**src/rtl/core/q2e_pkg.sv**
```systemverilog
package q2e_pkg;

  // Field widths
  localparam int QW      = 16;
  localparam int PW      = 2 * QW;
  localparam int THR_W   = 30;
  localparam int PITCH_W = 15;
  localparam int YAW_W   = 16;
  localparam int ROLL_W  = 18;

  // Datapath widths
  localparam int TW     = PW + 1;       // z*x - w*y in Q.30
  localparam int OW     = PW + 2;       // doubled sums in Q.30
  localparam int CW     = 38;           // CORDIC x/y datapath
  localparam int ZW     = 34;           // angle accumulator, deg with 24 frac bits
  localparam int RW     = ZW + 2;       // roll accumulator
  localparam int SW     = 32;           // clamped 2t
  localparam int REM_W  = 62;           // square-root remainder
  localparam int SQR_W  = 31;           // square-root result

  localparam int SQRT_STEPS   = 31;
  localparam int CORDIC_STEPS = 26;
  localparam int CORDIC_LAT   = CORDIC_STEPS + 1;

  localparam int ACC_FRAC   = 24;
  localparam int ANGLE_FRAC = 7;
  localparam int RND_SH     = ACC_FRAC - ANGLE_FRAC;
  localparam int AX_SH      = 30 - (QW - 1);

  localparam logic [THR_W-1:0]    THR_RESET = 30'd536870375;
  localparam logic signed [OW-1:0] ONE_Q30  = OW'(64'sd1 << 30);
  localparam logic signed [ZW-1:0] DEG90    = 34'sd1509949440;
  localparam logic signed [ZW-1:0] DEG180   = 34'sd3019898880;

  // Pole codes
  typedef enum logic [1:0] {
    POLE_NONE = 2'd0,
    POLE_NEG  = 2'd1,
    POLE_POS  = 2'd2
  } pole_t;

  // Request travelling through the front end and the square root
  typedef struct packed {
    logic                  valid;
    pole_t                 pole;
    logic signed [CW-1:0]  ay;
    logic signed [CW-1:0]  ax;
    logic signed [CW-1:0]  by;
    logic signed [CW-1:0]  bx;
    logic signed [SW-1:0]  s;
  } side_t;

  // Control travelling beside the CORDIC lanes
  typedef struct packed {
    logic  valid;
    pole_t pole;
  } tag_t;

  // atan(2^-i) in degrees, 24 fraction bits
  function automatic logic signed [ZW-1:0] atan_tab(input int i);
    logic signed [ZW-1:0] r;
    case (i)
      0:  r = 34'sd754974720;
      1:  r = 34'sd445687602;
      2:  r = 34'sd235489088;
      3:  r = 34'sd119537938;
      4:  r = 34'sd60000934;
      5:  r = 34'sd30029717;
      6:  r = 34'sd15018523;
      7:  r = 34'sd7509720;
      8:  r = 34'sd3754917;
      9:  r = 34'sd1877466;
      10: r = 34'sd938734;
      11: r = 34'sd469367;
      12: r = 34'sd234684;
      13: r = 34'sd117342;
      14: r = 34'sd58671;
      15: r = 34'sd29335;
      16: r = 34'sd14668;
      17: r = 34'sd7334;
      18: r = 34'sd3667;
      19: r = 34'sd1833;
      20: r = 34'sd917;
      21: r = 34'sd458;
      22: r = 34'sd229;
      23: r = 34'sd115;
      24: r = 34'sd57;
      25: r = 34'sd29;
      default: r = '0;
    endcase
    return r;
  endfunction

endpackage

```
**src/rtl/core/q2e_back.sv**
```systemverilog
module q2e_back
  import q2e_pkg::*;
(
  input  logic                      clk,
  input  logic                      rst_n,
  input  logic                      en,
  input  tag_t                      tag_i,
  input  logic signed [ZW-1:0]      yaw_z,
  input  logic signed [ZW-1:0]      b_z,
  input  logic signed [ZW-1:0]      pitch_z,
  output logic                      out_valid,
  output logic signed [PITCH_W-1:0] out_pitch_deg,
  output logic signed [YAW_W-1:0]   out_yaw_deg,
  output logic signed [ROLL_W-1:0]  out_roll_deg,
  output logic [1:0]                out_pole_case
);

  localparam logic signed [RW-1:0] RND_HALF  = RW'(1) <<< (RND_SH - 1);
  localparam logic signed [RW-1:0] PITCH_LIM = RW'(90 <<< ANGLE_FRAC);
  localparam logic signed [RW-1:0] YAW_LIM   = RW'(180 <<< ANGLE_FRAC);
  localparam logic signed [RW-1:0] ROLL_LIM  = RW'(540 <<< ANGLE_FRAC);

  // Round half up to the output resolution, then clamp to +-lim
  function automatic logic signed [RW-1:0] round_clamp(
      input logic signed [RW-1:0] acc, input logic signed [RW-1:0] lim);
    logic signed [RW-1:0] v;
    v = (acc + RND_HALF) >>> RND_SH;
    if (v > lim) begin
      v = lim;
    end else if (v < -lim) begin
      v = -lim;
    end
    return v;
  endfunction

  // Stage 1: pick pitch, assemble roll
  logic signed [RW-1:0] roll_nxt, pitch_nxt;

  always_comb begin
    case (tag_i.pole)
      POLE_NEG: begin
        pitch_nxt = RW'(-DEG90);
        roll_nxt  = -RW'(yaw_z) - (RW'(b_z) <<< 1);
      end
      POLE_POS: begin
        pitch_nxt = RW'(DEG90);
        roll_nxt  = RW'(yaw_z) - (RW'(b_z) <<< 1);
      end
      default: begin
        pitch_nxt = RW'(pitch_z);
        roll_nxt  = RW'(b_z);
      end
    endcase
  end

  logic                 v1_r;
  pole_t                pole1_r;
  logic signed [RW-1:0] pitch1_r, yaw1_r, roll1_r;

  always_ff @(posedge clk) begin
    if (!rst_n) begin
      v1_r <= 1'b0;
    end else if (en) begin
      v1_r     <= tag_i.valid;
      pole1_r  <= tag_i.pole;
      pitch1_r <= pitch_nxt;
      yaw1_r   <= RW'(yaw_z);
      roll1_r  <= roll_nxt;
    end
  end

  // Stage 2: output register
  logic signed [RW-1:0] pitch_v, yaw_v, roll_v;
  logic                       out_valid_r;
  logic signed [PITCH_W-1:0]  pitch_r;
  logic signed [YAW_W-1:0]    yaw_r;
  logic signed [ROLL_W-1:0]   roll_r;
  pole_t                      pole_r;

  always_comb begin
    pitch_v = round_clamp(pitch1_r, PITCH_LIM);
    yaw_v   = round_clamp(yaw1_r, YAW_LIM);
    roll_v  = round_clamp(roll1_r, ROLL_LIM);
  end

  always_ff @(posedge clk) begin
    if (!rst_n) begin
      out_valid_r <= 1'b0;
    end else if (en) begin
      out_valid_r <= v1_r;
      pitch_r     <= pitch_v[PITCH_W-1:0];
      yaw_r       <= yaw_v[YAW_W-1:0];
      roll_r      <= roll_v[ROLL_W-1:0];
      pole_r      <= pole1_r;
    end
  end

  assign out_valid     = out_valid_r;
  assign out_pitch_deg = pitch_r;
  assign out_yaw_deg   = yaw_r;
  assign out_roll_deg  = roll_r;
  assign out_pole_case = pole_r;

endmodule
```
**config.mk**
```make
export PLATFORM = sky130hd
export DESIGN_NAME = q2e_back
export DESIGN_NICKNAME = d
export VERILOG_FILES = /design/src/rtl/core/q2e_pkg.sv /design/src/rtl/core/q2e_back.sv
export SDC_FILE = /design/constraint.sdc
export NUM_CORES = 1
export LEC_CHECK = 0
export ABC_AREA = 1
export BUFFER_PORTS_ARGS = -buffer_cell sky130_fd_sc_hd__buf_2
export CORE_MARGIN = 2
export CORE_UTILIZATION = 55
export CTS_CLUSTER_SIZE = 30
export DETAILED_ROUTE_END_ITERATION = 16
export PLACE_DENSITY = 0.77
export REMOVE_ABC_BUFFERS = 1
export SETUP_SLACK_MARGIN = 0.15
export SYNTH_ARGS = -nofsm -noshare
export SYNTH_HDL_FRONTEND = slang
export SYNTH_SLANG_ARGS = --single-unit
```
**constraint.sdc**
```tcl
create_clock -name clk -period 8.4 [get_ports clk]
set_clock_uncertainty 0.2 [all_clocks]
set_input_delay 1.68 -clock clk [delete_from_list [all_inputs] [get_ports clk]]
set_output_delay 1.68 -clock clk [all_outputs]
set_load 0.02 [all_outputs]
```
# Yosys cells after proc, flatten, opt, wreduce, memory -nomap -nowiden
# Index checks and enable logic that the tools add are counted.
[word_totals]
regBits = 161
output_inout_bits = 52
[op_classes]
addsub = 6
order_cmp = 6
n_eq_ne = 2
n_mux = 5
reduce_logical = 4
[op_table]
columns = ["cell", "n"]
rows = [
  ["$pmux W36 S2", 2],
  ["$add A36 B18 Y36 const B", 2],
  ["$neg A34 Y36", 1],
  ["$sub A34 B35 Y36", 1],
  ["$sub A36 B35 Y36", 1],
  ["$add A34 B18 Y35 const B", 1],
  ["$gt A19 B15 Y1 const B", 1],
  ["$gt A19 B18 Y1 const B", 1],
  ["$lt A19 B15 Y1 const B", 1],
  ["$lt A19 B18 Y1 const B", 1],
  ["$gt A18 B16 Y1 const B", 1],
  ["$lt A18 B16 Y1 const B", 1],
  ["$mux W18", 1],
  ["$mux W16", 1],
  ["$mux W15", 1],
  ["$reduce_or A2 Y1", 3],
  ["$eq A2 B1 Y1 const B", 1],
  ["$eq A2 B2 Y1 const B", 1],
  ["$reduce_and A2 Y1", 1],
]

# Longest topological paths before layout
[depth]
ltp_word = 3
mapped_depth = 18

# Worst setup path after synthesis
# Ideal clock, no wire load.
[synth_timing]
path_type = "input-to-reg"
start = "in rst_n"
end = "reg pitch_r[0] (netlist: out_pitch_deg[0]) (enable)"
setup_ps = 462
arrival_ps = 3820
t_required_ps = 7738
setup_slack_ps = 3918
path_stages = 2
cell_sequence = "nand2_1 > inv_1"
[synth_via]
elab_chain_cells = 1
[synth_rtl]
columns = ["item", "line", "text"]
rows = [
  ["start, declared", "q2e_back.sv:5", "input logic rst_n,"],
  ["$reduce_and A2 Y1 (no line)", "-", ""],
  ["end signal, assigned", "q2e_back.sv:91", "pitch_r <= pitch_v[PITCH_W-1:0];"],
  ["end, declared", "q2e_back.sv:75", "logic signed [PITCH_W-1:0] pitch_r;"],
]
# Every way passes these cells.
# A chain may end at the register's enable or synchronous reset.

# Worst setup path in the final report
[layout_timing]
start = "in yaw_z[17]"
end = "reg roll1_r[19], data pin"
[layout_via]
elab_chain_cells = 3
[layout_rtl]
columns = ["item", "line", "text"]
rows = [
  ["start, declared", "q2e_back.sv:8", "input logic signed [ZW-1:0] yaw_z,"],
  ["$neg A34 Y36", "q2e_back.sv:43", "roll_nxt = -RW'(yaw_z) - (RW'(b_z) <<< 1);"],
  ["$sub A36 B35 Y36", "q2e_back.sv:43", ""],
  ["$pmux W36 S2 *", "q2e_back.sv:40", "case (tag_i.pole)"],
  ["net roll_nxt[19]", "q2e_back.sv:37", "logic signed [RW-1:0] roll_nxt, pitch_nxt;"],
  ["end signal, assigned", "q2e_back.sv:68", "roll1_r <= roll_nxt;"],
  ["end, declared", "q2e_back.sv:58", "logic signed [RW-1:0] pitch1_r, yaw1_r, roll1_r;"],
]
# Mark *: on every way through the listed nets, which the timed path passes. The rest lies on a longest branch.

==> flow_metrics.tcl <==
set metrics [dict create \
    status "finished, final reports clean" \
    die_area_um2 22160 \
    pwr-share-clk_pct 24.9 \
    p_int_mw 1.071 \
    cts-hold-fix-buffers 0 \
    post-route-util_pct 63.15 \
    grt_usage_pct 30.21 \
    comb_power_share_pct 36.1 \
    whs_ns 0.2421 \
    cp-end-kind "flop" \
    final_common_cell "nand2_1" \
    num_vias 11590 \
    clk_pin_slew_ns 0.09 \
    nets 2153 \
    dp_hpwl_um 27620 \
    rsz0062_at_grt "false" \
    ys_warn_count 0 \
    fill_cells 1956 \
    ys.flop_type "edfxtp_1" \
    switching_power_uw 677.8 \
    mostFrequentLayoutCells "nand2_1 (618), inv_1 (322), nor2_1 (194), buf_2 (143), nand3_1 (114)" \
    overflow 0 \
    netlist_instances 1789 \
    cts_buffers 9 \
    postPlaceCellArea_um2 12600 \
    portBuffers 143 \
    drt_iter0_markers 854 \
    async_reset_ff_share_pct 0 \
    grt_max_degree 72 \
    die_x_um 148.9 \
    clock_path_buffers 2 \
    ant_nets 0 \
    p_per_area_nw_per_um2 135.5 \
    drv_slew 0 \
    hold_viol 0 \
    die_h_um 148.9 \
    vias_per_cell 5.234 \
    synth_seq_area_share_pct 28.71 \
    cts.sinks 111 \
    crit_type "input port to flop" \
    worstPathRequired_ns 8.26 \
    critical_path_arrival_ns 3.98 \
    wl_um 33060 \
    design_area_um2 12900 \
    cts_setup_buffers 0 \
    drc 0 \
    place_congestion 0.9926 \
    tns_ns 0 \
    cap_violations 0 \
    cts_root_buf "clkbuf_16" \
    start_util_pct 56.49 \
    diodes 0 \
    finalPower_mw 1.748 \
    synth_edf_count 109 \
    ctsHtreeMaxLevel 3 \
    switching_share_pct 38.77 \
    period_needed_ns 4.128 \
    cts_resized 0 \
    worstMarginPinSlew_ns 0.8950 \
    dr.pass1.iters 5 \
    grt_pass1_wl_um 52540 \
    startpoint_type "input port" \
    final_layout_size_suffix_gt1_share_pct 13.07 \
    core_area_um2 20430 \
    cts_tree "built" \
    crit_fanout 6 \
    min_path_type "flop to flop" \
    syn2layout_area_growth_pct 11.78 \
    antenna_found_initial 0 \
    final-setup-viol-count 0 \
    rows 52 \
    r2r_slack_ns 5.89 \
    ys_seq_elements 111 \
    p_leak_nw 6.987 \
    syn_area_per_cell_um2 6.451 \
    io_pins 160 \
    power_frac_seq_pct 39.0 \
    ys_types 41 \
    clock_latency_ns 0.36 \
    relSlewSlack_pct 40.33 \
    fmax_mhz 242.3 \
    detail_route.wl_per_cell_um 14.93 \
    grt_pass1_vias 10810 \
    post-route-period-util_pct 49.14 \
    syn_area_um2 11540 \
    ir_worst_vdd_uv 124.0 \
]
layer usage:
layer  GRT usage [%]  up-vias  wire, µm
met3           3.394       53      2238
met4           8.476        0       785
met5               0        -         0
li1                -     5916         -
met1           41.31     5221     14930
met2           50.86      399     15100
worst paths after layout:
check                                  from               end  cells past startpoint
worst max-delay path              yaw_z[17]       roll1_r[19]                     15
worst min-delay path             pole1_r[0]  out_pole_case[0]                      0
worst max register to register  roll1_r[16]  out_roll_deg[13]                     12
worst min register to register   pole1_r[0]  out_pole_case[0]                      0
worst max-delay path, cell delays in order:
cell,delay (ns)
buf_2,0.13
inv_1,0.05
ha_1,0.36
ha_1,0.43
nand2_1,0.10
nor2_1,0.25
nand2_1,0.08
inv_1,0.08
nand4_1,0.09
nand3_1,0.30
nand2_1,0.09
nand2_1,0.06
o21ai_0,0.07
nand2_1,0.05
o21ai_0,0.16
layout make-up:
class | count | area [µm²] | share of cell area, %
clock buffer | 9 | 225.2 | 1.746
clock inverter | 7 | 75.07 | 0.5819
inverter | 335 | 1265 | 9.805
multi-input combinational | 1334 | 6932 | 53.73
sequential | 111 | 3313 | 25.68
tap | 270 | 337.8 | 2.619
timing repair buffer | 148 | 753.2 | 5.838
power groups by stage:
stage / combinational [mW] / sequential [mW] / clock (mW)
floorplan: 0.428 / 0.703 / 0
global placement: 0.609 / 0.692 / 0
detailed placement: 0.620 / 0.694 / 0
CTS: 0.623 / 0.681 / 0.442
global route: 0.711 / 0.686 / 0.460
finish: 0.632 / 0.681 / 0.435
per-stage QoR:
stage	cells	setup WS, ns
2_1_floorplan	1780	3.918
3_3_place_gp	2198	3.964
3_5_place_dp	2198	3.944
4_1_cts	2214	4.340
5_1_grt	2214	4.043
6_report	2214	4.272
kinds of logic (layout without fill, tap and decap cells):
group	Yosys count	after routing	share of synthesized area (%)
xor gates and xnor gates	15	15	1.138
adders and majority gates	106	106	11.49
and+or+nand+nor	1065	1065	40.28
DFF	111	111	28.71
AOI/OAI and AO/OA	148	148	7.155
buffers and inverters	344	499	11.23
registers in the layout (all words and copies together), names as in the netlist:
register	count
pitch1_r	18
out_valid	1
out_pole_case	2
v1_r	1
out_roll_deg	18
roll1_r	20
out_yaw_deg	16
out_pitch_deg	15
yaw1_r	18
pole1_r	2
cells in the mapped netlist (all sizes together), types with 2 or more instances:
cell type | number | area share (%)
nand3b | 17 | 1.1
o21ai | 47 | 2.1
nor2 | 239 | 9.2
inv | 332 | 11
a21o | 2 | 0.13
nor3 | 19 | 0.91
o21bai | 21 | 1.4
clkinv | 3 | 0.14
and3 | 2 | 0.11
a21boi | 4 | 0.26
xor2 | 12 | 0.91
nand3 | 122 | 5.8
clkbuf | 8 | 0.26
xnor2 | 3 | 0.23
edfxtp | 109 | 28
or2 | 2 | 0.11
nand2 | 638 | 22
a21oi | 67 | 2.9
dfxtp | 2 | 0.35
ha | 106 | 11
nor4 | 2 | 0.11
nand4 | 22 | 1.2
a31oi | 5 | 0.27
No activity file was read; power rests on OpenSTA's default activity.
